File: config.mk
export PLATFORM = sky130hd
export DESIGN_NAME = fdmd_outq
export DESIGN_NICKNAME = d
export VERILOG_FILES = /design/src/hw/rtl/assert_macros.svh /design/src/hw/rtl/fdmd_pkg.sv /design/src/hw/rtl/fdmd_outq.sv
export SDC_FILE = /design/constraint.sdc
export NUM_CORES = 1
export LEC_CHECK = 0
export ABC_CLOCK_PERIOD_IN_PS = 1780
export CAP_MARGIN = 20
export CORE_MARGIN = 4
export CORE_UTILIZATION = 25
export DETAILED_ROUTE_END_ITERATION = 8
export DONT_BUFFER_PORTS = 1
export PLACE_DENSITY_LB_ADDON = 0.25
export SLEW_MARGIN = 20
export SYNTH_ARGS = -nofsm -noshare
export SYNTH_HDL_FRONTEND = slang
export SYNTH_SLANG_ARGS = --single-unit
File: constraint.sdc
create_clock -name clk_i -period 1.78 [get_ports clk_i]
set_input_delay 0.178 -clock clk_i [delete_from_list [all_inputs] [get_ports clk_i]]
set_output_delay 0.178 -clock clk_i [all_outputs]
set_load 0.03 [all_outputs]
File: src/hw/rtl/assert_macros.svh
// Assertion macros shared by the motion detector RTL
`ifndef ASSERT_MACROS_SVH
`define ASSERT_MACROS_SVH

// Check a condition at every rising clock edge outside reset
`define ASSERT_ALWAYS(lbl, cond, msg) \
  lbl: assert property (@(posedge clk_i) disable iff (!rst_ni) (cond)) else $error(msg);

// Check that an antecedent implies a consequent in the same cycle
`define ASSERT_IMPL(lbl, ante, cons, msg) \
  lbl: assert property (@(posedge clk_i) disable iff (!rst_ni) (ante) |-> (cons)) \
    else $error(msg);

`endif

File: src/hw/rtl/fdmd_pkg.sv
// Types, constants and tables of the frame difference motion detector
package fdmd_pkg;

  localparam int unsigned FRAME_DIM = 240;
  localparam int unsigned PIX_COUNT = FRAME_DIM * FRAME_DIM;
  localparam int unsigned POS_W     = $clog2(PIX_COUNT);
  localparam int unsigned FILL_W    = $clog2(PIX_COUNT + 1);

  localparam int unsigned BOUND_MAX = 3 * PIX_COUNT * 15 / 10;
  localparam int unsigned BOUND_W   = $clog2(BOUND_MAX + 1);
  localparam int unsigned SPAN_W    = BOUND_W;
  localparam int unsigned DIV3_SH   = BOUND_W + 1;
  localparam logic [63:0] DIV3_K    = ((64'd1 << DIV3_SH) + 64'd2) / 64'd3;
  localparam int unsigned DIV3_PW   = 2 * BOUND_W + 1;

  localparam int unsigned PROD_W    = SPAN_W + 4;
  localparam int unsigned DIV100_SH = PROD_W + 7;
  localparam logic [63:0] DIV100_K  = ((64'd1 << DIV100_SH) + 64'd99) / 64'd100;
  localparam int unsigned DIV100_PW = 2 * PROD_W + 7;
  localparam int unsigned CMP_W     = (PROD_W > 16) ? PROD_W : 16;

  localparam int unsigned LIGHT_DEN = PIX_COUNT * 255;
  localparam int unsigned LIGHT_W   = $clog2(LIGHT_DEN);

  localparam int unsigned GRAY_K    = 683;
  localparam int unsigned GRAY_SH   = 11;

  localparam logic [15:0] TALLY_MAX = 16'hFFFF;
  localparam logic [7:0]  MRUN_MAX  = 8'd255;
  localparam logic [6:0]  NRUN_MAX  = 7'd127;
  localparam logic [6:0]  LUMA_TOP  = 7'd127;
  localparam logic [3:0]  SENS_MAX  = 4'd11;

  localparam int unsigned OUTQ_DEPTH = 4;
  localparam int unsigned OUTQ_AW    = $clog2(OUTQ_DEPTH);
  localparam int unsigned CNT_W      = $clog2(OUTQ_DEPTH + 1);
  localparam int unsigned DECIDE_LAT = 3;
  localparam int unsigned APB_AW     = 5;

  localparam int unsigned RST_HI   = 3 * PIX_COUNT * 9 / 10;
  localparam int unsigned RST_SPAN = RST_HI / 3;
  localparam int unsigned RST_PROD = RST_SPAN * 3;
  localparam int unsigned RST_MTHR = RST_PROD / 100;

  typedef enum logic [2:0] {
    REG_CHANGE_THR    = 3'd0,
    REG_SENSITIVITY   = 3'd1,
    REG_NIGHT_THR     = 3'd2,
    REG_START_BAND    = 3'd3,
    REG_END_BAND      = 3'd4,
    REG_MOTION_FRAMES = 3'd5,
    REG_NIGHT_FRAMES  = 3'd6
  } reg_idx_e;

  typedef struct packed {
    logic [7:0] red;
    logic [7:0] green;
    logic [7:0] blue;
    logic       last_pixel;
  } pixel_t;

  typedef struct packed {
    logic        motion;
    logic        night;
    logic        still;
    logic [6:0]  luma_percent;
    logic [15:0] changed_pixels;
  } result_t;

  typedef struct packed {
    logic [7:0] change_threshold;
    logic [3:0] sensitivity;
    logic [6:0] night_threshold;
    logic [3:0] start_band;
    logic [3:0] end_band;
    logic [7:0] motion_frames;
    logic [5:0] night_frames;
  } cfg_t;

  typedef struct packed {
    logic [BOUND_W-1:0] lo;
    logic [BOUND_W-1:0] hi;
    logic [PROD_W-1:0]  motion_thr;
  } thr_t;

  typedef struct packed {
    logic        valid;
    logic [15:0] tally;
    logic [6:0]  luma;
    logic        luma_big;
  } frame_t;

  typedef struct packed {
    logic full;
    logic empty;
  } outq_stat_t;

  function automatic logic [BOUND_W-1:0] roi_bound(input logic [3:0] k);
    logic [BOUND_W-1:0] b;
    unique case (k)
      4'd0:    b = BOUND_W'(3 * PIX_COUNT * 0 / 10);
      4'd1:    b = BOUND_W'(3 * PIX_COUNT * 1 / 10);
      4'd2:    b = BOUND_W'(3 * PIX_COUNT * 2 / 10);
      4'd3:    b = BOUND_W'(3 * PIX_COUNT * 3 / 10);
      4'd4:    b = BOUND_W'(3 * PIX_COUNT * 4 / 10);
      4'd5:    b = BOUND_W'(3 * PIX_COUNT * 5 / 10);
      4'd6:    b = BOUND_W'(3 * PIX_COUNT * 6 / 10);
      4'd7:    b = BOUND_W'(3 * PIX_COUNT * 7 / 10);
      4'd8:    b = BOUND_W'(3 * PIX_COUNT * 8 / 10);
      4'd9:    b = BOUND_W'(3 * PIX_COUNT * 9 / 10);
      4'd10:   b = BOUND_W'(3 * PIX_COUNT * 10 / 10);
      4'd11:   b = BOUND_W'(3 * PIX_COUNT * 11 / 10);
      4'd12:   b = BOUND_W'(3 * PIX_COUNT * 12 / 10);
      4'd13:   b = BOUND_W'(3 * PIX_COUNT * 13 / 10);
      4'd14:   b = BOUND_W'(3 * PIX_COUNT * 14 / 10);
      4'd15:   b = BOUND_W'(3 * PIX_COUNT * 15 / 10);
      default: b = '0;
    endcase
    return b;
  endfunction

endpackage

File: src/hw/rtl/fdmd_outq.sv
// Result queue between the decision stage and the output channel
module fdmd_outq (
  input  logic                 clk_i,
  input  logic                 rst_ni,
  input  logic                 push_i,
  input  fdmd_pkg::result_t    data_i,
  input  logic                 pop_i,
  output logic                 valid_o,
  output fdmd_pkg::result_t    data_o,
  output fdmd_pkg::outq_stat_t stat_o
);
  import fdmd_pkg::*;

  result_t            entry_q [OUTQ_DEPTH];
  logic [OUTQ_AW-1:0] wr_ptr_q, rd_ptr_q;
  logic [CNT_W-1:0]   level_q;
  logic               do_push, do_pop;

  assign do_pop  = pop_i && (level_q != '0);
  assign do_push = push_i && (level_q != CNT_W'(OUTQ_DEPTH));

  always_ff @(posedge clk_i) begin
    if (do_push) begin
      entry_q[wr_ptr_q] <= data_i;
    end
  end

  always_ff @(posedge clk_i or negedge rst_ni) begin
    if (!rst_ni) begin
      wr_ptr_q <= '0;
      rd_ptr_q <= '0;
      level_q  <= '0;
    end else begin
      if (do_push) begin
        wr_ptr_q <= wr_ptr_q + 1'b1;
      end
      if (do_pop) begin
        rd_ptr_q <= rd_ptr_q + 1'b1;
      end
      if (do_push && !do_pop) begin
        level_q <= level_q + 1'b1;
      end else if (do_pop && !do_push) begin
        level_q <= level_q - 1'b1;
      end
    end
  end

  assign valid_o      = (level_q != '0);
  assign data_o       = entry_q[rd_ptr_q];
  assign stat_o.full  = (level_q == CNT_W'(OUTQ_DEPTH));
  assign stat_o.empty = (level_q == '0);

endmodule

==> summary.md <==
| Metric | Value |
|---|---|
| Post-synthesis adder-cell area fraction | `1.95%` |
| Clock Tree Buf Depth | `2` |
| Hold Path Class | `input port to register` |
| R2r startpoint | `level_q[0]` |
| Final Total Pwr | `0.00948 W` |
| CP max stage cell | `fa_2` |
| DR iter-0 viols | `102` |
| Input/output buffers | `0` |
| R2R cell count | `7` |
| Mapped Cells | `172` |
| FF-to-FF setup slack | `-0.08 ns` |
| EDFF count, synth | `104` |
| Worst-Skew Late Latency | `0.35 ns` |
| Crit path arrival time | `2.08 ns` |
| Area grow syn2layout | `29.1%` |
| Highest metal used | `met4` |
| WS Path Type | `register to register` |
| Hold Violations, Final | `0` |
| Required time worst endpoint | `2.00 ns` |
| Total track usage | `8.97%` |
| Non-Filler Instances | `462` |
| Full die area | `19100 um2` |
| Crit path buf inv count | `2` |
| DRC | `0` |
| Multi-input gate area | `860 um2` |
| Switch share | `33.2%` |
| Largest family of logic cells by synthesized area | `multiplexers` |
| CTS tree | `yes` |
| Relative slew slack | `78.0%` |
| Worst setup margin | `-0.0786 ns` |
| Antenna viol nets, final | `0` |
| Post-Synthesis Cell Area | `4230 um2` |
| Failing checks | `setup timing` |
| Synth Area in XOR/XNOR | `1.24%` |
| Core area | `16600 um2` |
| CTS root buf | `clkbuf_16` |
| Max Cap Viol | `0` |
| Worst Setup SP | `level_q[0]` |
| Worst slew pin tran | `0.329 ns` |
| Hold Slack | `0.0703 ns` |
| Crit Path Max Fanout | `3` |
| Status | `finished, violations left` |
| Via count | `1847` |
| Clock Skew | `0.00934 ns` |
| FF+latch count, synth | `111` |
| Synth Area in Compound Gates | `0%` |
| Synth area leader | `edfxtp_1` |
| Routed WL per cell | `17.9 um` |
| Row count | `47` |
| Psw | `0.00315 W` |
| Post-synthesis mux area share | `15.2%` |
| Fmax | `538 MHz` |
| Wl on met1 | `3640 um` |
| Die height | `138 um` |
| Main area contributors after synthesis | `edfxtp_1 (74%), mux4_2 (9.6%), mux4_1 (5.0%)` |
| Peak VDD IR | `0.663 mV` |
| Synth Area in Simple Gates | `1.48%` |
| Largest stage delay on the critical path | `0.41 ns` |
| Starting Density | `25.5%` |
| CP Cell Sequence | `buf_4, nor3b_4, nor2b_2, ha_4, inv_2, fa_2, mux2_4` |
| Synthesized area per cell | `24.6 um2` |
| Cell count after placement | `410` |
| Crit end category | `register` |
| Yosys Warn Count | `0` |
| Share of cells above drive strength 1 | `36.5%` |
| RSZ-0062 raised after global routing | `true` |
| Commonest cells in the synthesized netlist | `edfxtp_1 (104), mux4_2 (18), mux4_1 (8), dfrtp_1 (7), ha_1 (5)` |
| WP depth | `7` |
| Power per cell area | `1740 nW/um2` |
| Final setup fails | `12` |
| Cell with the most instances after synthesis | `edfxtp_1` |
| Finished Core Util | `32.9%` |
| Pint | `0.00633 W` |
| Netlist cell types | `21` |
| Combinational Power Share | `39.5%` |
| Main synth FF type | `edfxtp_1` |
| Remaining Overflow, GRT | `0` |
| # nets final | `272` |
| Post-synth top area share | `73.8%` |
| Fillers | `1595` |
| Fin. max-slew vios | `0` |
| DR pass1 iterations | `3` |
| Clk network pwr share | `22.3%` |
| Setup crit end | `level_q[1]` |
| Routability cong. | `0.669` |
| HPWL after DPL | `5180 um` |
| Clk slew on worst S/H paths | `0.07 ns` |
| DRT Wirelength | `8290 um` |
| Metal2 WL | `4020 um` |
| Worst setup SP type | `register` |
| Worst R2R End | `level_q[1]` |
| Metal3 WL | `494 um` |
| Via count normalized by instance count | `4.00` |
| First-pass GRT wire length | `12700 um` |
| Final Cycle Share | `104%` |
| Initial antenna violation count | `1` |
| Sink Count | `111` |
| IO Count | `59` |
| CP top delay family | `adder cells` |
| Sequential fraction of the synthesis area | `78.0%` |
| Largest net degree at the start of global routing | `19` |
| Leakage | `1.81 nW` |
| Fraction of registers with async set or reset after synthesis | `6.31%` |
| Sequential share of power | `38.3%` |
| Vias in the first global route | `2076` |
| Final min period | `1.86 ns` |
| Sequential cell area | `3300 um2` |
| H-tree depth | `3` |
| Synth Net Count | `208` |
| Die width | `138 um` |
| Total CTS buffers | `9` |
[layout by cell type, fill, tap and decap left out, types with 2 or more instances in the layout]
cell             n
edfxtp_1       104
dlygate4sd3_1   28
mux4_2          26
buf_4           14
clkbuf_16       10
buf_12          10
buf_6            7
and2_4           4
xnor2_1          4
ha_1             4
dfrtp_1          4
clkbuf_1         3
dfrtp_2          3
inv_1            2
mux2_4           2
xor2_1           2
bufinv_16        2
[per-stage QoR]
stage / setup WS, ns / setup TNS [ns] / cell area (um2)
floorplan: -0.246 / -0.490 / 4270
global placement: -0.140 / -0.236 / 4750
detailed placement: -0.164 / -0.282 / 4750
CTS: -0.115 / -1.17 / 5380
global route: -0.156 / -1.95 / 5460
finish: -0.0786 / -0.592 / 5460
[power groups by stage]
| stage | clock network, W | logic (W) | registers, W |
|---|---|---|---|
| 2_1_floorplan | 0 | 0.00251 | 0.00365 |
| 3_3_place_gp | 0 | 0.00339 | 0.00365 |
| 3_5_place_dp | 0 | 0.00340 | 0.00368 |
| 4_1_cts | 0.00220 | 0.00368 | 0.00364 |
| 5_1_grt | 0.00230 | 0.00401 | 0.00368 |
| 6_report | 0.00211 | 0.00374 | 0.00363 |
[cell families (layout without fill, tap and decap cells)]
kind of cell	Yosys count	after routing
multiplexers	28	28
AND/OR/NAND/NOR	10	10
buffers and inverters	11	80
adder cells (fa/ha/maj)	6	6
other	0	1
flip-flops	111	111
XOR/XNOR	6	6
[registers in the layout, indices dropped and copies added, names as in the netlist]
| name | cells |
|---|---|
| entry_q | 104 |
| wr_ptr_q | 2 |
| rd_ptr_q | 2 |
| level_q | 3 |
[worst register-to-register path: cells and delay by family (launching register included)]
| kind | cells | cell delay (ns) |
|---|---|---|
| buffers and inverters | 2 | 0.21 |
| AND/OR/NAND/NOR | 2 | 0.29 |
| flip-flops | 1 | 0.40 |
| adder cells (fa/ha/maj) | 2 | 0.58 |
| multiplexers | 1 | 0.27 |
[worst min path at each step]
stage / startpoint / to / slack [ns] / cells past startpoint
after floorplan: rst_ni / level_q[0] / -0.12 / 0
after global placement: rst_ni / level_q[2] / -0.12 / 0
after detailed placement: rst_ni / level_q[2] / -0.12 / 0
after CTS: pop_i / rd_ptr_q[0] / 0.04 / 3
after global routing: pop_i / rd_ptr_q[0] / 0.06 / 3
final: pop_i / rd_ptr_q[0] / 0.07 / 3
[final cells by class]
cell class / count / area share, %
flip-flops and latches: 111 / 60.5
well taps: 220 / 5.04
diodes: 1 / 0.0458
repair buffers: 60 / 12.6
multi-input cells: 50 / 15.7
clock buffers: 12 / 4.33
clock inverters: 4 / 1.42
inverters: 4 / 0.344
[what timing repair did]
| item | CTS | global route |
|---|---|---|
| hold endpoints to repair | 112 | 0 |
| pin swaps | 7 | 6 |
| setup endpoints to repair | 22 | 54 |
| buffers inserted | 2 | 4 |
| gates resized for setup | 20 | 5 |
| gates cloned | 0 | 1 |
| hold buffers | 28 | 0 |
[routing by layer]
metal / up-vias / global-route usage (%)
met3: 11 / 3.83
li1: 833 / -
met5: - / 0
met4: 0 / 3.28
met1: 960 / 10.8
met2: 43 / 14.4
Power figures use the tool's default switching activity.
