===== src/hw/rtl/assert_macros.svh =====
// Assertion macros shared by the motion detector RTL
`ifndef ASSERT_MACROS_SVH
`define ASSERT_MACROS_SVH

// Check a condition at every rising clock edge outside reset
`define ASSERT_ALWAYS(lbl, cond, msg) \
  lbl: assert property (@(posedge clk_i) disable iff (!rst_ni) (cond)) else $error(msg);

// Check that an antecedent implies a consequent in the same cycle
`define ASSERT_IMPL(lbl, ante, cons, msg) \
  lbl: assert property (@(posedge clk_i) disable iff (!rst_ni) (ante) |-> (cons)) \
    else $error(msg);

`endif


===== src/hw/rtl/fdmd_pkg.sv =====
// Types, constants and tables of the frame difference motion detector
package fdmd_pkg;

  localparam int unsigned FRAME_DIM = 240;
  localparam int unsigned PIX_COUNT = FRAME_DIM * FRAME_DIM;
  localparam int unsigned POS_W     = $clog2(PIX_COUNT);
  localparam int unsigned FILL_W    = $clog2(PIX_COUNT + 1);

  localparam int unsigned BOUND_MAX = 3 * PIX_COUNT * 15 / 10;
  localparam int unsigned BOUND_W   = $clog2(BOUND_MAX + 1);
  localparam int unsigned SPAN_W    = BOUND_W;
  localparam int unsigned DIV3_SH   = BOUND_W + 1;
  localparam logic [63:0] DIV3_K    = ((64'd1 << DIV3_SH) + 64'd2) / 64'd3;
  localparam int unsigned DIV3_PW   = 2 * BOUND_W + 1;

  localparam int unsigned PROD_W    = SPAN_W + 4;
  localparam int unsigned DIV100_SH = PROD_W + 7;
  localparam logic [63:0] DIV100_K  = ((64'd1 << DIV100_SH) + 64'd99) / 64'd100;
  localparam int unsigned DIV100_PW = 2 * PROD_W + 7;
  localparam int unsigned CMP_W     = (PROD_W > 16) ? PROD_W : 16;

  localparam int unsigned LIGHT_DEN = PIX_COUNT * 255;
  localparam int unsigned LIGHT_W   = $clog2(LIGHT_DEN);

  localparam int unsigned GRAY_K    = 683;
  localparam int unsigned GRAY_SH   = 11;

  localparam logic [15:0] TALLY_MAX = 16'hFFFF;
  localparam logic [7:0]  MRUN_MAX  = 8'd255;
  localparam logic [6:0]  NRUN_MAX  = 7'd127;
  localparam logic [6:0]  LUMA_TOP  = 7'd127;
  localparam logic [3:0]  SENS_MAX  = 4'd11;

  localparam int unsigned OUTQ_DEPTH = 4;
  localparam int unsigned OUTQ_AW    = $clog2(OUTQ_DEPTH);
  localparam int unsigned CNT_W      = $clog2(OUTQ_DEPTH + 1);
  localparam int unsigned DECIDE_LAT = 3;
  localparam int unsigned APB_AW     = 5;

  localparam int unsigned RST_HI   = 3 * PIX_COUNT * 9 / 10;
  localparam int unsigned RST_SPAN = RST_HI / 3;
  localparam int unsigned RST_PROD = RST_SPAN * 3;
  localparam int unsigned RST_MTHR = RST_PROD / 100;

  typedef enum logic [2:0] {
    REG_CHANGE_THR    = 3'd0,
    REG_SENSITIVITY   = 3'd1,
    REG_NIGHT_THR     = 3'd2,
    REG_START_BAND    = 3'd3,
    REG_END_BAND      = 3'd4,
    REG_MOTION_FRAMES = 3'd5,
    REG_NIGHT_FRAMES  = 3'd6
  } reg_idx_e;

  typedef struct packed {
    logic [7:0] red;
    logic [7:0] green;
    logic [7:0] blue;
    logic       last_pixel;
  } pixel_t;

  typedef struct packed {
    logic        motion;
    logic        night;
    logic        still;
    logic [6:0]  luma_percent;
    logic [15:0] changed_pixels;
  } result_t;

  typedef struct packed {
    logic [7:0] change_threshold;
    logic [3:0] sensitivity;
    logic [6:0] night_threshold;
    logic [3:0] start_band;
    logic [3:0] end_band;
    logic [7:0] motion_frames;
    logic [5:0] night_frames;
  } cfg_t;

  typedef struct packed {
    logic [BOUND_W-1:0] lo;
    logic [BOUND_W-1:0] hi;
    logic [PROD_W-1:0]  motion_thr;
  } thr_t;

  typedef struct packed {
    logic        valid;
    logic [15:0] tally;
    logic [6:0]  luma;
    logic        luma_big;
  } frame_t;

  typedef struct packed {
    logic full;
    logic empty;
  } outq_stat_t;

  function automatic logic [BOUND_W-1:0] roi_bound(input logic [3:0] k);
    logic [BOUND_W-1:0] b;
    unique case (k)
      4'd0:    b = BOUND_W'(3 * PIX_COUNT * 0 / 10);
      4'd1:    b = BOUND_W'(3 * PIX_COUNT * 1 / 10);
      4'd2:    b = BOUND_W'(3 * PIX_COUNT * 2 / 10);
      4'd3:    b = BOUND_W'(3 * PIX_COUNT * 3 / 10);
      4'd4:    b = BOUND_W'(3 * PIX_COUNT * 4 / 10);
      4'd5:    b = BOUND_W'(3 * PIX_COUNT * 5 / 10);
      4'd6:    b = BOUND_W'(3 * PIX_COUNT * 6 / 10);
      4'd7:    b = BOUND_W'(3 * PIX_COUNT * 7 / 10);
      4'd8:    b = BOUND_W'(3 * PIX_COUNT * 8 / 10);
      4'd9:    b = BOUND_W'(3 * PIX_COUNT * 9 / 10);
      4'd10:   b = BOUND_W'(3 * PIX_COUNT * 10 / 10);
      4'd11:   b = BOUND_W'(3 * PIX_COUNT * 11 / 10);
      4'd12:   b = BOUND_W'(3 * PIX_COUNT * 12 / 10);
      4'd13:   b = BOUND_W'(3 * PIX_COUNT * 13 / 10);
      4'd14:   b = BOUND_W'(3 * PIX_COUNT * 14 / 10);
      4'd15:   b = BOUND_W'(3 * PIX_COUNT * 15 / 10);
      default: b = '0;
    endcase
    return b;
  endfunction

endpackage


===== src/hw/rtl/fdmd_dec.sv =====
// Frame decision: day and night hysteresis and motion run tracking
module fdmd_dec (
  input  logic                        clk_i,
  input  logic                        rst_ni,
  input  fdmd_pkg::frame_t            frame_i,
  input  fdmd_pkg::cfg_t              cfg_i,
  input  logic [fdmd_pkg::PROD_W-1:0] motion_thr_i,
  output logic                        push_o,
  output fdmd_pkg::result_t           result_o
);
  import fdmd_pkg::*;

  frame_t     dly_q [DECIDE_LAT];
  frame_t     cur;
  logic       night_q, night_n;
  logic [6:0] nrun_q, nrun_n;
  logic [7:0] mrun_q, mrun_n;
  logic       mact_q, status;
  logic       luma_gt, luma_lt, changed;

  always_ff @(posedge clk_i or negedge rst_ni) begin
    if (!rst_ni) begin
      for (int i = 0; i < DECIDE_LAT; i++) begin
        dly_q[i] <= '0;
      end
    end else begin
      dly_q[0] <= frame_i;
      for (int i = 1; i < DECIDE_LAT; i++) begin
        dly_q[i] <= dly_q[i-1];
      end
    end
  end

  assign cur     = dly_q[DECIDE_LAT-1];
  assign luma_gt = cur.luma_big || (cur.luma > cfg_i.night_threshold);
  assign luma_lt = !cur.luma_big && (cur.luma < cfg_i.night_threshold);
  assign changed = CMP_W'(cur.tally) > CMP_W'(motion_thr_i);

  always_comb begin
    night_n = night_q;
    nrun_n  = nrun_q;
    if (night_q) begin
      if (luma_gt && nrun_q != 7'd0) begin
        nrun_n = nrun_q - 7'd1;
        if (nrun_n == 7'd0) begin
          night_n = 1'b0;
        end
      end
    end else if (luma_lt) begin
      if (nrun_q != NRUN_MAX) begin
        nrun_n = nrun_q + 7'd1;
      end
      if (nrun_n > {1'b0, cfg_i.night_frames}) begin
        night_n = 1'b1;
      end
    end

    status = mact_q;
    mrun_n = mrun_q;
    if (changed) begin
      if (mrun_q != MRUN_MAX) begin
        mrun_n = mrun_q + 8'd1;
      end
      if (!status && mrun_n >= cfg_i.motion_frames) begin
        status = 1'b1;
      end
    end else begin
      mrun_n = 8'd0;
    end
    if (status && mrun_n == 8'd0) begin
      status = 1'b0;
    end
    if (night_n) begin
      status = 1'b0;
    end
  end

  always_ff @(posedge clk_i or negedge rst_ni) begin
    if (!rst_ni) begin
      night_q <= 1'b0;
      nrun_q  <= '0;
      mrun_q  <= '0;
      mact_q  <= 1'b0;
    end else if (cur.valid) begin
      night_q <= night_n;
      nrun_q  <= nrun_n;
      mrun_q  <= mrun_n;
      mact_q  <= status;
    end
  end

  assign push_o                  = cur.valid;
  assign result_o.motion         = status;
  assign result_o.night          = night_n;
  assign result_o.still          = !changed;
  assign result_o.luma_percent   = cur.luma;
  assign result_o.changed_pixels = cur.tally;

endmodule


===== config.mk =====
export PLATFORM = sky130hd
export DESIGN_NAME = fdmd_dec
export DESIGN_NICKNAME = d
export VERILOG_FILES = /design/src/hw/rtl/assert_macros.svh /design/src/hw/rtl/fdmd_pkg.sv /design/src/hw/rtl/fdmd_dec.sv
export SDC_FILE = /design/constraint.sdc
export NUM_CORES = 1
export LEC_CHECK = 0
export ABC_AREA = 1
export BUFFER_PORTS_ARGS = -buffer_cell sky130_fd_sc_hd__buf_2
export CORE_UTILIZATION = 53
export DETAILED_ROUTE_END_ITERATION = 12
export PLACE_DENSITY_LB_ADDON = 0.05
export SLEW_MARGIN = 20
export SYNTH_ARGS = -nofsm -noshare
export SYNTH_HDL_FRONTEND = slang
export SYNTH_SLANG_ARGS = --single-unit

===== constraint.sdc =====
create_clock -name clk_i -period 3.04 [get_ports clk_i]
set_clock_uncertainty 0.05 [all_clocks]
set_input_delay 0.304 -clock clk_i [delete_from_list [all_inputs] [get_ports clk_i]]
set_output_delay 0.304 -clock clk_i [all_outputs]
set_load 0.01 [all_outputs]

==> flow_summary.yaml <==
critical_path:
  crit_slowest_cell: "dfrtp_1"
  critPathMaxFanout: 4
  crit_path_end_kind: "output port"
  cp.required_ns: 2.69
  worstPathCellList: "ha_4 > nand2_4 > inv_2 > nand2_4 > nor2_4 > inv_2 > nand4_4 > buf_6 > xor2_2 > ha_1 > a21oi_1 > nor2_1 > nor3_1 > nand2_1 > nand3_2 > nand2_4 > nor2_1 > buf_2"
  critical_path_class: "flip-flop to output port"
  cp-start-kind: "flip-flop"
  cpMostUsedCell: "nand2_4"
  r2r_setup_slack_ns: 0.47
  critPathLaunch: "nrun_q[1]"
  worst-path-buf-inv: 4
  reg2reg_to: "mact_q"
  crit_arrival_ns: 2.66
  path_depth: 18
  regToRegStartpoint: "nrun_q[1]"
  reg2reg_depth: 20
  slowest_delay_ns: 0.42
  path_delay_family: "simple AND/OR/NAND/NOR gates"
power_and_ir_drop:
  p_seq_share_pct: 44.5
  leakage_nw: 2.96
  p_sw_mw: 1.13
  p_clk_share_pct: 24.7
  p_int_mw: 2.09
  pwr-share-comb_pct: 30.9
  swShare_pct: 35.1
  p_per_area_nw_per_um2: 588
  max-vdd-ir-drop_uv: 475
logic_synthesis:
  ys_types: 33
  ys.flop_type: "dfrtp_1"
  synth.avg_cell_area_sq_um: 9.60
  yosys_warnings: 0
  synth_seq_area_share_pct: 51.6
  yosysTopAreaCell: "dfrtp_1"
  syn_nets: 597
  synth.most_common_cell: "dfrtp_1"
  netlist.area_leader.share_pct: 51.6
  ys_ff_latch: 92
  syn_inst: 465
  syn_area_sq_um: 4460
  synth_common_cells: "dfrtp_1, nand2_1, inv_1, ha_1, nor2_1"
  synth_edf_count: 0
  synthTopCellsByArea: "dfrtp_1, ha_1, nand2_1"
  async_flop_share_pct: 100
sta:
  period_share_pct: 99.2
  slew_viol_final: 0
  setup_violations: 0
  final_hold_viol_count: 0
  finalSetupTns_ns: 0
  grt_setup_unrepaired: "yes"
  worstMarginPinSlew_ns: 0.623
  slew_headroom_pct: 58.5
  min_period_ns: 3.02
  maxClockFrequency_mhz: 332
cts:
  cts.clk_slew.worst_paths_ns: 0.10
  clkSinkCount: 92
  cts_buffers: 9
  cts_tree: "done"
  cts-root-buf: "clkbuf_8"
  clockBufferDepth: 2
  cts-htree-levels: 3
  clk_latency_ns: 0.36
die:
  die_w_um: 93.8
  io-pin-count: 117
  die_h_um: 93.8
  core_region_area_sq_um: 8180
  placementRows: 33
  start_util_pct: 54.6
  die_area_sq_um: 8790
detailed_routing:
  ant_nets: 0
  drc: 0
  dr.pass1.iters: 4
  drt_iter0_markers: 88
  routed_via_density: 4.77
  drt_wl_total_mm: 8.34
  avgRoutedWirePerCell_um: 12.1
  num_vias: 3289
worst_hold_path:
  hold_path_depth: 0
  min-delay-start: "dly_q[63]"
  whs_endpoint: "dly_q[38]"
  min_path_type: "flip-flop to flip-flop"
final_layout:
  drive_gt1_share_pct: 27.4
  final_nets: 711
  syn_to_final_growth_pct: 22.8
  antennaDiodeCount: 0
  final_core_util_pct: 67.0
global_routing:
  antenna_found_initial: 0
  grt_max_degree: 50
  grt.total_usage_pct: 20.6
  grt_pass1_vias: 3248
  grt_overflow: 0
  grt_pass1_wl_mm: 13.9
place:
  place_hpwl_mm: 6.18
  gp_congestion: 0.871
  io_buffer_count: 96
run_status:
  outcome: "completed"
job:
  drv_cap: 0
layer usage:
metal,GRT usage [%],wire length (um)
met2,34.5,4060
met5,0,0
met4,6.79,68
met3,5.58,459
met1,25.8,3760
cells in the final DEF, fill, tap and decap left out, types with 10 or more instances in the layout:
cell type | synthesis | final
nand3_1 | 27 | 25
o21ai_0 | 17 | 13
clkbuf_8 | 0 | 10
dfrtp_1 | 92 | 91
a21oi_1 | 14 | 14
nand2_1 | 83 | 81
dlygate4sd3_1 | 0 | 26
inv_1 | 70 | 67
buf_2 | 3 | 94
nor2_1 | 33 | 29
buf_4 | 25 | 10
ha_1 | 42 | 40
worst max-delay path by stage:
stage / to
3_5_place_dp: result_o[25]
3_3_place_gp: result_o[25]
4_1_cts: result_o[25]
6_report: result_o[25]
2_1_floorplan: result_o[25]
5_1_grt: result_o[25]
repair_timing:
item                                    CTS  global route
endpoints found under the hold margin    71             1
buffers inserted                          4             3
hold buffers                             25             1
pin swaps                                11             7
gates resized for setup                   9            18
endpoints found under the setup margin    2             2
worst register-to-register path, delay by kind of cell (launching register included):
family                   cells  cell delay [ns]
adder cells (fa/ha/maj)      2             0.37
XOR/XNOR                     1             0.15
AO/OA/AOI/OAI                1             0.14
flip-flops                   1             0.42
AND/OR/NAND/NOR             12             1.00
buffers and inverters        4             0.41
final cells by class:
cell class / count / area (sq um)
clock buffer: 10 / 138
clock inverter: 6 / 60.1
fill: 671 / 2700
inverter: 77 / 293
multi-input combinational: 267 / 1730
sequential: 92 / 2300
tap: 105 / 131
timing repair buffer: 132 / 828
power by group through the flow:
stage                     clock network (mW)  logic (mW)  registers [mW]
final                                  0.794       0.995            1.43
after global routing                   0.871        1.12            1.45
after CTS                              0.823       0.918            1.42
after detailed placement                   0       0.834            1.45
after global placement                     0       0.809            1.44
after floorplan                            0       0.641            1.42
per-stage QoR:
stage	hold WS [ns]	worst slack, ns	total power [mW]	instance area [sq um]	cells
2_1_floorplan	-0.0416	0.391	2.06	4460	465
3_3_place_gp	0.281	0.307	2.25	4890	640
3_5_place_dp	0.285	0.232	2.28	4890	640
4_1_cts	0.000445	-0.0109	3.16	5390	685
5_1_grt	0.292	-0.157	3.43	5480	689
6_report	0.298	0.0235	3.22	5480	689
cell families (layout without fill, tap and decap cells):
logic type	count (synthesis)	count (layout)	synth area share [%]
xor gates and xnor gates	10	10	2.47
buffers and inverters	106	225	11.3
AOI/OAI and AO/OA	45	45	5.55
and+or+nand+nor	170	170	17.3
adders and majority gates	42	42	11.8
DFF	92	92	51.6
state kept, by name, indices dropped and copies added (netlist names):
register,cells
mrun_q,8
dly_q,50
push_o,1
nrun_q,7
cur,1
mact_q,1
result_o,23
night_q,1
Note: power is estimated with default switching activity, not from simulation.
