**src/hw/rtl/assert_macros.svh**
```systemverilog
// Assertion macros shared by the motion detector RTL
`ifndef ASSERT_MACROS_SVH
`define ASSERT_MACROS_SVH

// Check a condition at every rising clock edge outside reset
`define ASSERT_ALWAYS(lbl, cond, msg) \
  lbl: assert property (@(posedge clk_i) disable iff (!rst_ni) (cond)) else $error(msg);

// Check that an antecedent implies a consequent in the same cycle
`define ASSERT_IMPL(lbl, ante, cons, msg) \
  lbl: assert property (@(posedge clk_i) disable iff (!rst_ni) (ante) |-> (cons)) \
    else $error(msg);

`endif

```
**src/hw/rtl/fdmd_pkg.sv**
```systemverilog
// Types, constants and tables of the frame difference motion detector
package fdmd_pkg;

  localparam int unsigned FRAME_DIM = 240;
  localparam int unsigned PIX_COUNT = FRAME_DIM * FRAME_DIM;
  localparam int unsigned POS_W     = $clog2(PIX_COUNT);
  localparam int unsigned FILL_W    = $clog2(PIX_COUNT + 1);

  localparam int unsigned BOUND_MAX = 3 * PIX_COUNT * 15 / 10;
  localparam int unsigned BOUND_W   = $clog2(BOUND_MAX + 1);
  localparam int unsigned SPAN_W    = BOUND_W;
  localparam int unsigned DIV3_SH   = BOUND_W + 1;
  localparam logic [63:0] DIV3_K    = ((64'd1 << DIV3_SH) + 64'd2) / 64'd3;
  localparam int unsigned DIV3_PW   = 2 * BOUND_W + 1;

  localparam int unsigned PROD_W    = SPAN_W + 4;
  localparam int unsigned DIV100_SH = PROD_W + 7;
  localparam logic [63:0] DIV100_K  = ((64'd1 << DIV100_SH) + 64'd99) / 64'd100;
  localparam int unsigned DIV100_PW = 2 * PROD_W + 7;
  localparam int unsigned CMP_W     = (PROD_W > 16) ? PROD_W : 16;

  localparam int unsigned LIGHT_DEN = PIX_COUNT * 255;
  localparam int unsigned LIGHT_W   = $clog2(LIGHT_DEN);

  localparam int unsigned GRAY_K    = 683;
  localparam int unsigned GRAY_SH   = 11;

  localparam logic [15:0] TALLY_MAX = 16'hFFFF;
  localparam logic [7:0]  MRUN_MAX  = 8'd255;
  localparam logic [6:0]  NRUN_MAX  = 7'd127;
  localparam logic [6:0]  LUMA_TOP  = 7'd127;
  localparam logic [3:0]  SENS_MAX  = 4'd11;

  localparam int unsigned OUTQ_DEPTH = 4;
  localparam int unsigned OUTQ_AW    = $clog2(OUTQ_DEPTH);
  localparam int unsigned CNT_W      = $clog2(OUTQ_DEPTH + 1);
  localparam int unsigned DECIDE_LAT = 3;
  localparam int unsigned APB_AW     = 5;

  localparam int unsigned RST_HI   = 3 * PIX_COUNT * 9 / 10;
  localparam int unsigned RST_SPAN = RST_HI / 3;
  localparam int unsigned RST_PROD = RST_SPAN * 3;
  localparam int unsigned RST_MTHR = RST_PROD / 100;

  typedef enum logic [2:0] {
    REG_CHANGE_THR    = 3'd0,
    REG_SENSITIVITY   = 3'd1,
    REG_NIGHT_THR     = 3'd2,
    REG_START_BAND    = 3'd3,
    REG_END_BAND      = 3'd4,
    REG_MOTION_FRAMES = 3'd5,
    REG_NIGHT_FRAMES  = 3'd6
  } reg_idx_e;

  typedef struct packed {
    logic [7:0] red;
    logic [7:0] green;
    logic [7:0] blue;
    logic       last_pixel;
  } pixel_t;

  typedef struct packed {
    logic        motion;
    logic        night;
    logic        still;
    logic [6:0]  luma_percent;
    logic [15:0] changed_pixels;
  } result_t;

  typedef struct packed {
    logic [7:0] change_threshold;
    logic [3:0] sensitivity;
    logic [6:0] night_threshold;
    logic [3:0] start_band;
    logic [3:0] end_band;
    logic [7:0] motion_frames;
    logic [5:0] night_frames;
  } cfg_t;

  typedef struct packed {
    logic [BOUND_W-1:0] lo;
    logic [BOUND_W-1:0] hi;
    logic [PROD_W-1:0]  motion_thr;
  } thr_t;

  typedef struct packed {
    logic        valid;
    logic [15:0] tally;
    logic [6:0]  luma;
    logic        luma_big;
  } frame_t;

  typedef struct packed {
    logic full;
    logic empty;
  } outq_stat_t;

  function automatic logic [BOUND_W-1:0] roi_bound(input logic [3:0] k);
    logic [BOUND_W-1:0] b;
    unique case (k)
      4'd0:    b = BOUND_W'(3 * PIX_COUNT * 0 / 10);
      4'd1:    b = BOUND_W'(3 * PIX_COUNT * 1 / 10);
      4'd2:    b = BOUND_W'(3 * PIX_COUNT * 2 / 10);
      4'd3:    b = BOUND_W'(3 * PIX_COUNT * 3 / 10);
      4'd4:    b = BOUND_W'(3 * PIX_COUNT * 4 / 10);
      4'd5:    b = BOUND_W'(3 * PIX_COUNT * 5 / 10);
      4'd6:    b = BOUND_W'(3 * PIX_COUNT * 6 / 10);
      4'd7:    b = BOUND_W'(3 * PIX_COUNT * 7 / 10);
      4'd8:    b = BOUND_W'(3 * PIX_COUNT * 8 / 10);
      4'd9:    b = BOUND_W'(3 * PIX_COUNT * 9 / 10);
      4'd10:   b = BOUND_W'(3 * PIX_COUNT * 10 / 10);
      4'd11:   b = BOUND_W'(3 * PIX_COUNT * 11 / 10);
      4'd12:   b = BOUND_W'(3 * PIX_COUNT * 12 / 10);
      4'd13:   b = BOUND_W'(3 * PIX_COUNT * 13 / 10);
      4'd14:   b = BOUND_W'(3 * PIX_COUNT * 14 / 10);
      4'd15:   b = BOUND_W'(3 * PIX_COUNT * 15 / 10);
      default: b = '0;
    endcase
    return b;
  endfunction

endpackage

```
**src/hw/rtl/fdmd_cfg.sv**
```systemverilog
// Configuration registers and derived region and motion thresholds
module fdmd_cfg (
  input  logic                        clk_i,
  input  logic                        rst_ni,
  input  logic                        psel,
  input  logic                        penable,
  input  logic                        pwrite,
  input  logic [fdmd_pkg::APB_AW-1:0] paddr,
  input  logic [31:0]                 pwdata,
  output logic [31:0]                 prdata,
  output logic                        pready,
  output fdmd_pkg::cfg_t              cfg_o,
  output fdmd_pkg::thr_t              thr_o
);
  import fdmd_pkg::*;

  cfg_t               cfg_q;
  reg_idx_e           idx;
  logic               wr_en;
  logic [3:0]         k_lo;
  logic [3:0]         factor;
  logic [BOUND_W-1:0] lo_q, hi_q, dist_q;
  logic [SPAN_W-1:0]  span_q, span_d;
  logic [PROD_W-1:0]  prod_q, prod_d, mthr_q, mthr_d;
  logic [DIV3_PW-1:0]   div3_prod;
  logic [DIV100_PW-1:0] div100_prod;

  assign idx    = reg_idx_e'(paddr[4:2]);
  assign wr_en  = psel & penable & pwrite;
  assign pready = 1'b1;

  always_ff @(posedge clk_i or negedge rst_ni) begin
    if (!rst_ni) begin
      cfg_q.change_threshold <= 8'd15;
      cfg_q.sensitivity      <= 4'd8;
      cfg_q.night_threshold  <= 7'd20;
      cfg_q.start_band       <= 4'd1;
      cfg_q.end_band         <= 4'd9;
      cfg_q.motion_frames    <= 8'd3;
      cfg_q.night_frames     <= 6'd10;
    end else if (wr_en) begin
      unique case (idx)
        REG_CHANGE_THR:    cfg_q.change_threshold <= pwdata[7:0];
        REG_SENSITIVITY:   cfg_q.sensitivity      <= pwdata[3:0];
        REG_NIGHT_THR:     cfg_q.night_threshold  <= pwdata[6:0];
        REG_START_BAND:    cfg_q.start_band       <= pwdata[3:0];
        REG_END_BAND:      cfg_q.end_band         <= pwdata[3:0];
        REG_MOTION_FRAMES: cfg_q.motion_frames    <= pwdata[7:0];
        REG_NIGHT_FRAMES:  cfg_q.night_frames     <= pwdata[5:0];
        default: ;
      endcase
    end
  end

  always_comb begin
    unique case (idx)
      REG_CHANGE_THR:    prdata = {24'd0, cfg_q.change_threshold};
      REG_SENSITIVITY:   prdata = {28'd0, cfg_q.sensitivity};
      REG_NIGHT_THR:     prdata = {25'd0, cfg_q.night_threshold};
      REG_START_BAND:    prdata = {28'd0, cfg_q.start_band};
      REG_END_BAND:      prdata = {28'd0, cfg_q.end_band};
      REG_MOTION_FRAMES: prdata = {24'd0, cfg_q.motion_frames};
      REG_NIGHT_FRAMES:  prdata = {26'd0, cfg_q.night_frames};
      default:           prdata = 32'd0;
    endcase
  end

  assign k_lo   = (cfg_q.start_band == 4'd0) ? 4'd0 : cfg_q.start_band - 4'd1;
  assign factor = (cfg_q.sensitivity > SENS_MAX) ? 4'd0 : SENS_MAX - cfg_q.sensitivity;

  assign div3_prod   = DIV3_PW'(dist_q) * DIV3_PW'(DIV3_K[BOUND_W-1:0]);
  assign span_d      = div3_prod[DIV3_SH +: SPAN_W];
  assign prod_d      = PROD_W'(span_q) * PROD_W'(factor);
  assign div100_prod = DIV100_PW'(prod_q) * DIV100_PW'(DIV100_K[PROD_W:0]);
  assign mthr_d      = div100_prod[DIV100_SH +: PROD_W];

  always_ff @(posedge clk_i or negedge rst_ni) begin
    if (!rst_ni) begin
      lo_q   <= '0;
      hi_q   <= BOUND_W'(RST_HI);
      dist_q <= BOUND_W'(RST_HI);
      span_q <= SPAN_W'(RST_SPAN);
      prod_q <= PROD_W'(RST_PROD);
      mthr_q <= PROD_W'(RST_MTHR);
    end else begin
      lo_q   <= roi_bound(k_lo);
      hi_q   <= roi_bound(cfg_q.end_band);
      dist_q <= (hi_q > lo_q) ? hi_q - lo_q : '0;
      span_q <= span_d;
      prod_q <= prod_d;
      mthr_q <= mthr_d;
    end
  end

  assign cfg_o            = cfg_q;
  assign thr_o.lo         = lo_q;
  assign thr_o.hi         = hi_q;
  assign thr_o.motion_thr = mthr_q;

endmodule

```
**config.mk**
```make
export PLATFORM = sky130hd
export DESIGN_NAME = fdmd_cfg
export DESIGN_NICKNAME = d
export VERILOG_FILES = /design/src/hw/rtl/assert_macros.svh /design/src/hw/rtl/fdmd_pkg.sv /design/src/hw/rtl/fdmd_cfg.sv
export SDC_FILE = /design/constraint.sdc
export NUM_CORES = 1
export LEC_CHECK = 0
export BUFFER_PORTS_ARGS = -buffer_cell sky130_fd_sc_hd__buf_2
export CAP_MARGIN = 10
export CELL_PAD_IN_SITES_DETAIL_PLACEMENT = 1
export CELL_PAD_IN_SITES_GLOBAL_PLACEMENT = 1
export CORE_AREA = 2 2 206 208
export CTS_CLUSTER_DIAMETER = 80
export DETAILED_ROUTE_END_ITERATION = 12
export DIE_AREA = 0 0 208 210
export HOLD_SLACK_MARGIN = 0.02
export PLACE_DENSITY_LB_ADDON = 0.1
export SYNTH_ARGS = -nofsm -noshare
export SYNTH_HDL_FRONTEND = slang
export SYNTH_SLANG_ARGS = --single-unit
```
**constraint.sdc**
```tcl
create_clock -name clk_i -period 6.45 [get_ports clk_i]
set_clock_uncertainty 0.05 [all_clocks]
set_input_delay 1.29 -clock clk_i [delete_from_list [all_inputs] [get_ports clk_i]]
set_output_delay 1.29 -clock clk_i [all_outputs]
set_load 0.05 [all_outputs]
```
==> impl_metrics.env <==
export IMPL_cts_tree="done"
export IMPL_startpoint_type="register"
export IMPL_slew_headroom_pct=41.94
export IMPL_syn_to_final_growth_pct=15.54
export IMPL_setup_viol=3
export IMPL_overflow=0
export IMPL_wire_per_inst_um=17.47
export IMPL_postSynthAreaPerCell_um2=10.25
export IMPL_min_delay_path_class="register to register"
export IMPL_antenna_found_initial=0
export IMPL_violations="negative setup slack"
export IMPL_numCtsBuffers=17
export IMPL_drcViolationCount=0
export IMPL_endpoint_kind="register"
export IMPL_clk_path_buf_depth=2
export IMPL_drt_wl_total_um=44020
export IMPL_die_x_um=208
export IMPL_dieArea_mm2=0.04368
export IMPL_start_util_pct=43.51
export IMPL_synthDominantAreaCellType="fa_1"
export IMPL_grt_start_max_net_pins=67
export IMPL_cap_violations=0
export IMPL_status="finished, violations left"
export IMPL_cp_required_ns=6.76
export IMPL_synth_edff_count=0
export IMPL_layout_setup_ws_ns=-0.01693
export IMPL_synth_distinct_cells=55
export IMPL_grt_setup_unrepaired="yes"
export IMPL_drive_gt1_share_pct=20.70
export IMPL_clk_pin_slew_ns=0.06
export IMPL_routabilityCongestion=0.8680
export IMPL_clock_latency_ns=0.45
export IMPL_fin_crit_sh_pct=100.3
export IMPL_port_buffers=101
export IMPL_ys_top_cells_by_area="fa_1, ha_1, dfrtp_1"
export IMPL_cts_hold_buf=0
export IMPL_worst_pin_slew_ns=0.8677
export IMPL_final_util_pct=50.27
export IMPL_yosys_area_top_type_share_pct=26.85
export IMPL_nets=2626
export IMPL_first_pass_iters=4
export IMPL_grt_pass1_vias=14068
export IMPL_via_count=12344
export IMPL_synthArstFlopShare_pct=100.0
export IMPL_crit_type="register to register"
export IMPL_clockRootBuffer="clkbuf_16"
export IMPL_yosysWarnings=0
export IMPL_dp_final_hpwl_um=37320
export IMPL_cpMaxStageDelayCell="fa_1"
export IMPL_coreArea_mm2=0.04148
export IMPL_ant_nets=0
export IMPL_critPathMaxFanout=4
export IMPL_clock_sinks=125
export IMPL_synth_cells=1760
export IMPL_drtIter0Drc=332
export IMPL_htree_levels=4
export IMPL_crit_chain="fa_1 > fa_1 > fa_1 > fa_1 > fa_1 > inv_1 > fa_1 > inv_1 > fa_1 > inv_1 > ha_4 > a21oi_2 > o21ai_2 > a221oi_2 > buf_4 > a31oi_4 > o41a_1 > a21boi_2 > o211ai_1 > o211ai_1 > xnor2_1"
export IMPL_synth_flop_cell="dfrtp_1"
export IMPL_syn_area_mm2=0.01805
export IMPL_grt_pass1_wl_um=72460
export IMPL_final_hold_viol_count=0
export IMPL_rows=75
export IMPL_ioPinCount=174
export IMPL_die_h_um=210
export IMPL_diodes=0
export IMPL_track_usage_pct=21.10
export IMPL_synth_seq_cells=125
export IMPL_critPathMaxStageDelay_ns=0.58
export IMPL_ys_seq_area_share_pct=17.66
export IMPL_crit_arrival_ns=6.78
export IMPL_layout_min_cycle_time_ns=6.467
export IMPL_vias_per_cell=4.898
export IMPL_slew_viol_final=0
export IMPL_fmax_mhz=154.6
export IMPL_cpMostUsedCell="fa_1"
[flip-flops by register name, summed over array words and instances, names as in the netlist]
| signal | cells |
|---|---|
| prod_q | 21 |
| cfg_o | 41 |
| span_q | 17 |
| hi_q | 10 |
| lo_q | 10 |
| dist_q | 11 |
| mthr_q | 15 |
[layout by cell type (no fill, tap or decap), drive strengths merged, types with 3 or more instances in the layout]
cell	n
nand4	8
o41ai	4
a41o	3
a22o	3
or2	7
nand3	11
clkbuf	18
a41oi	3
or3	6
a21o	17
a21oi	61
a22oi	4
a21boi	3
mux2	41
a31oi	4
nor3	14
conb	46
and3	6
ha	374
a211oi	4
nand2b	6
mux2i	6
inv	449
xnor2	36
clkinv	4
nor2b	11
nand2	75
o21a	9
and2	27
fa	242
o21ai	38
dfrtp	78
xor2	14
dfstp	47
nor2	59
o21bai	11
buf	209
[worst max-delay path, delay by kind of cell, from the launching register on]
kind / cells / cell delay, ns
compound gates: 8 / 1.56
fa+ha+maj: 8 / 3.82
xor+xnor: 1 / 0.15
buf+inv: 4 / 0.37
flops: 1 / 0.45
[cells in the mapped netlist (14+ instances only)]
master	count
nor3_1	14
xnor2_1	36
and2_1	27
ha_1	374
buf_4	48
clkbuf_1	16
fa_1	242
xor2_1	14
inv_1	443
o21ai_0	35
nand2_1	75
a21o_1	17
dfstp_2	47
a21oi_1	59
mux2_2	41
nor2_1	59
dfrtp_1	78
[per-layer routing]
metal / track usage [%] / up-vias / part of all wire (%)
li1: - / 5888 / -
met4: 5.038 / 0 / 1.9
met1: 24.95 / 6318 / 42
met3: 2.801 / 46 / 1.6
met2: 40.31 / 92 / 54
met5: 0 / - / 0
[stage by stage]
step	instance area [um2]	TNS, ns	setup slack (ns)	hold WS [ns]	std cells
after floorplan	18210	0	0.1162	0.4260	1804
after global placement	19620	-0.7487	-0.1655	0.3514	2465
after detailed placement	19620	-1.624	-0.2842	0.3533	2465
after CTS	20540	-0.3380	-0.09628	0.3631	2516
after global routing	20850	-1.203	-0.2421	0.3738	2520
final	20850	-0.03377	-0.01693	0.3574	2520
[layout make-up]
class / count / area (um2)
Sequential cell: 125 / 3191
Inverter: 443 / 1663
Clock inverter: 14 / 175.2
Fill cell: 4653 / 20630
Clock buffer: 18 / 439.2
Timing Repair Buffer: 209 / 1350
Multi-Input combinational cell: 1172 / 13360
Tap cell: 539 / 674.4
[repair_timing]
action                     CTS  global route
buffers inserted            19             8
cloned                       0             0
pin swaps                   43            57
gates resized for setup     33            50
setup endpoints to repair   11            11
[worst paths after layout]
path | start | to | slack [ns] | cells after the start
worst max-delay path | prod_q[3] | mthr_q[11] | -0.02 | 21
min in group asynchronous | rst_ni | mthr_q[2] | 0.77 | 1
worst min-delay path | cfg_o[14] | hi_q[14] | 0.36 | 0
worst min register to register | cfg_o[14] | hi_q[14] | 0.36 | 0
worst max register to register | prod_q[3] | mthr_q[11] | -0.02 | 21
max in group asynchronous | rst_ni | span_q[6] | 4.27 | 2
[cells by family (layout without fill, tap and decap cells)]
family	after synthesis	in the layout	synth area share [%]
adder cells (fa/ha/maj)	616	616	52.78
buffers and inverters	507	684	11.54
AND/OR/NAND/NOR	234	234	6.115
AO/OA/AOI/OAI	177	177	6.295
flip-flops	125	125	17.66
XOR/XNOR	50	50	2.427
multiplexers	49	49	3.141
other	2	46	0.04162
Power is not shown: default switching activity piles up to over one toggle a cycle in this logic, so the estimate is an artifact.
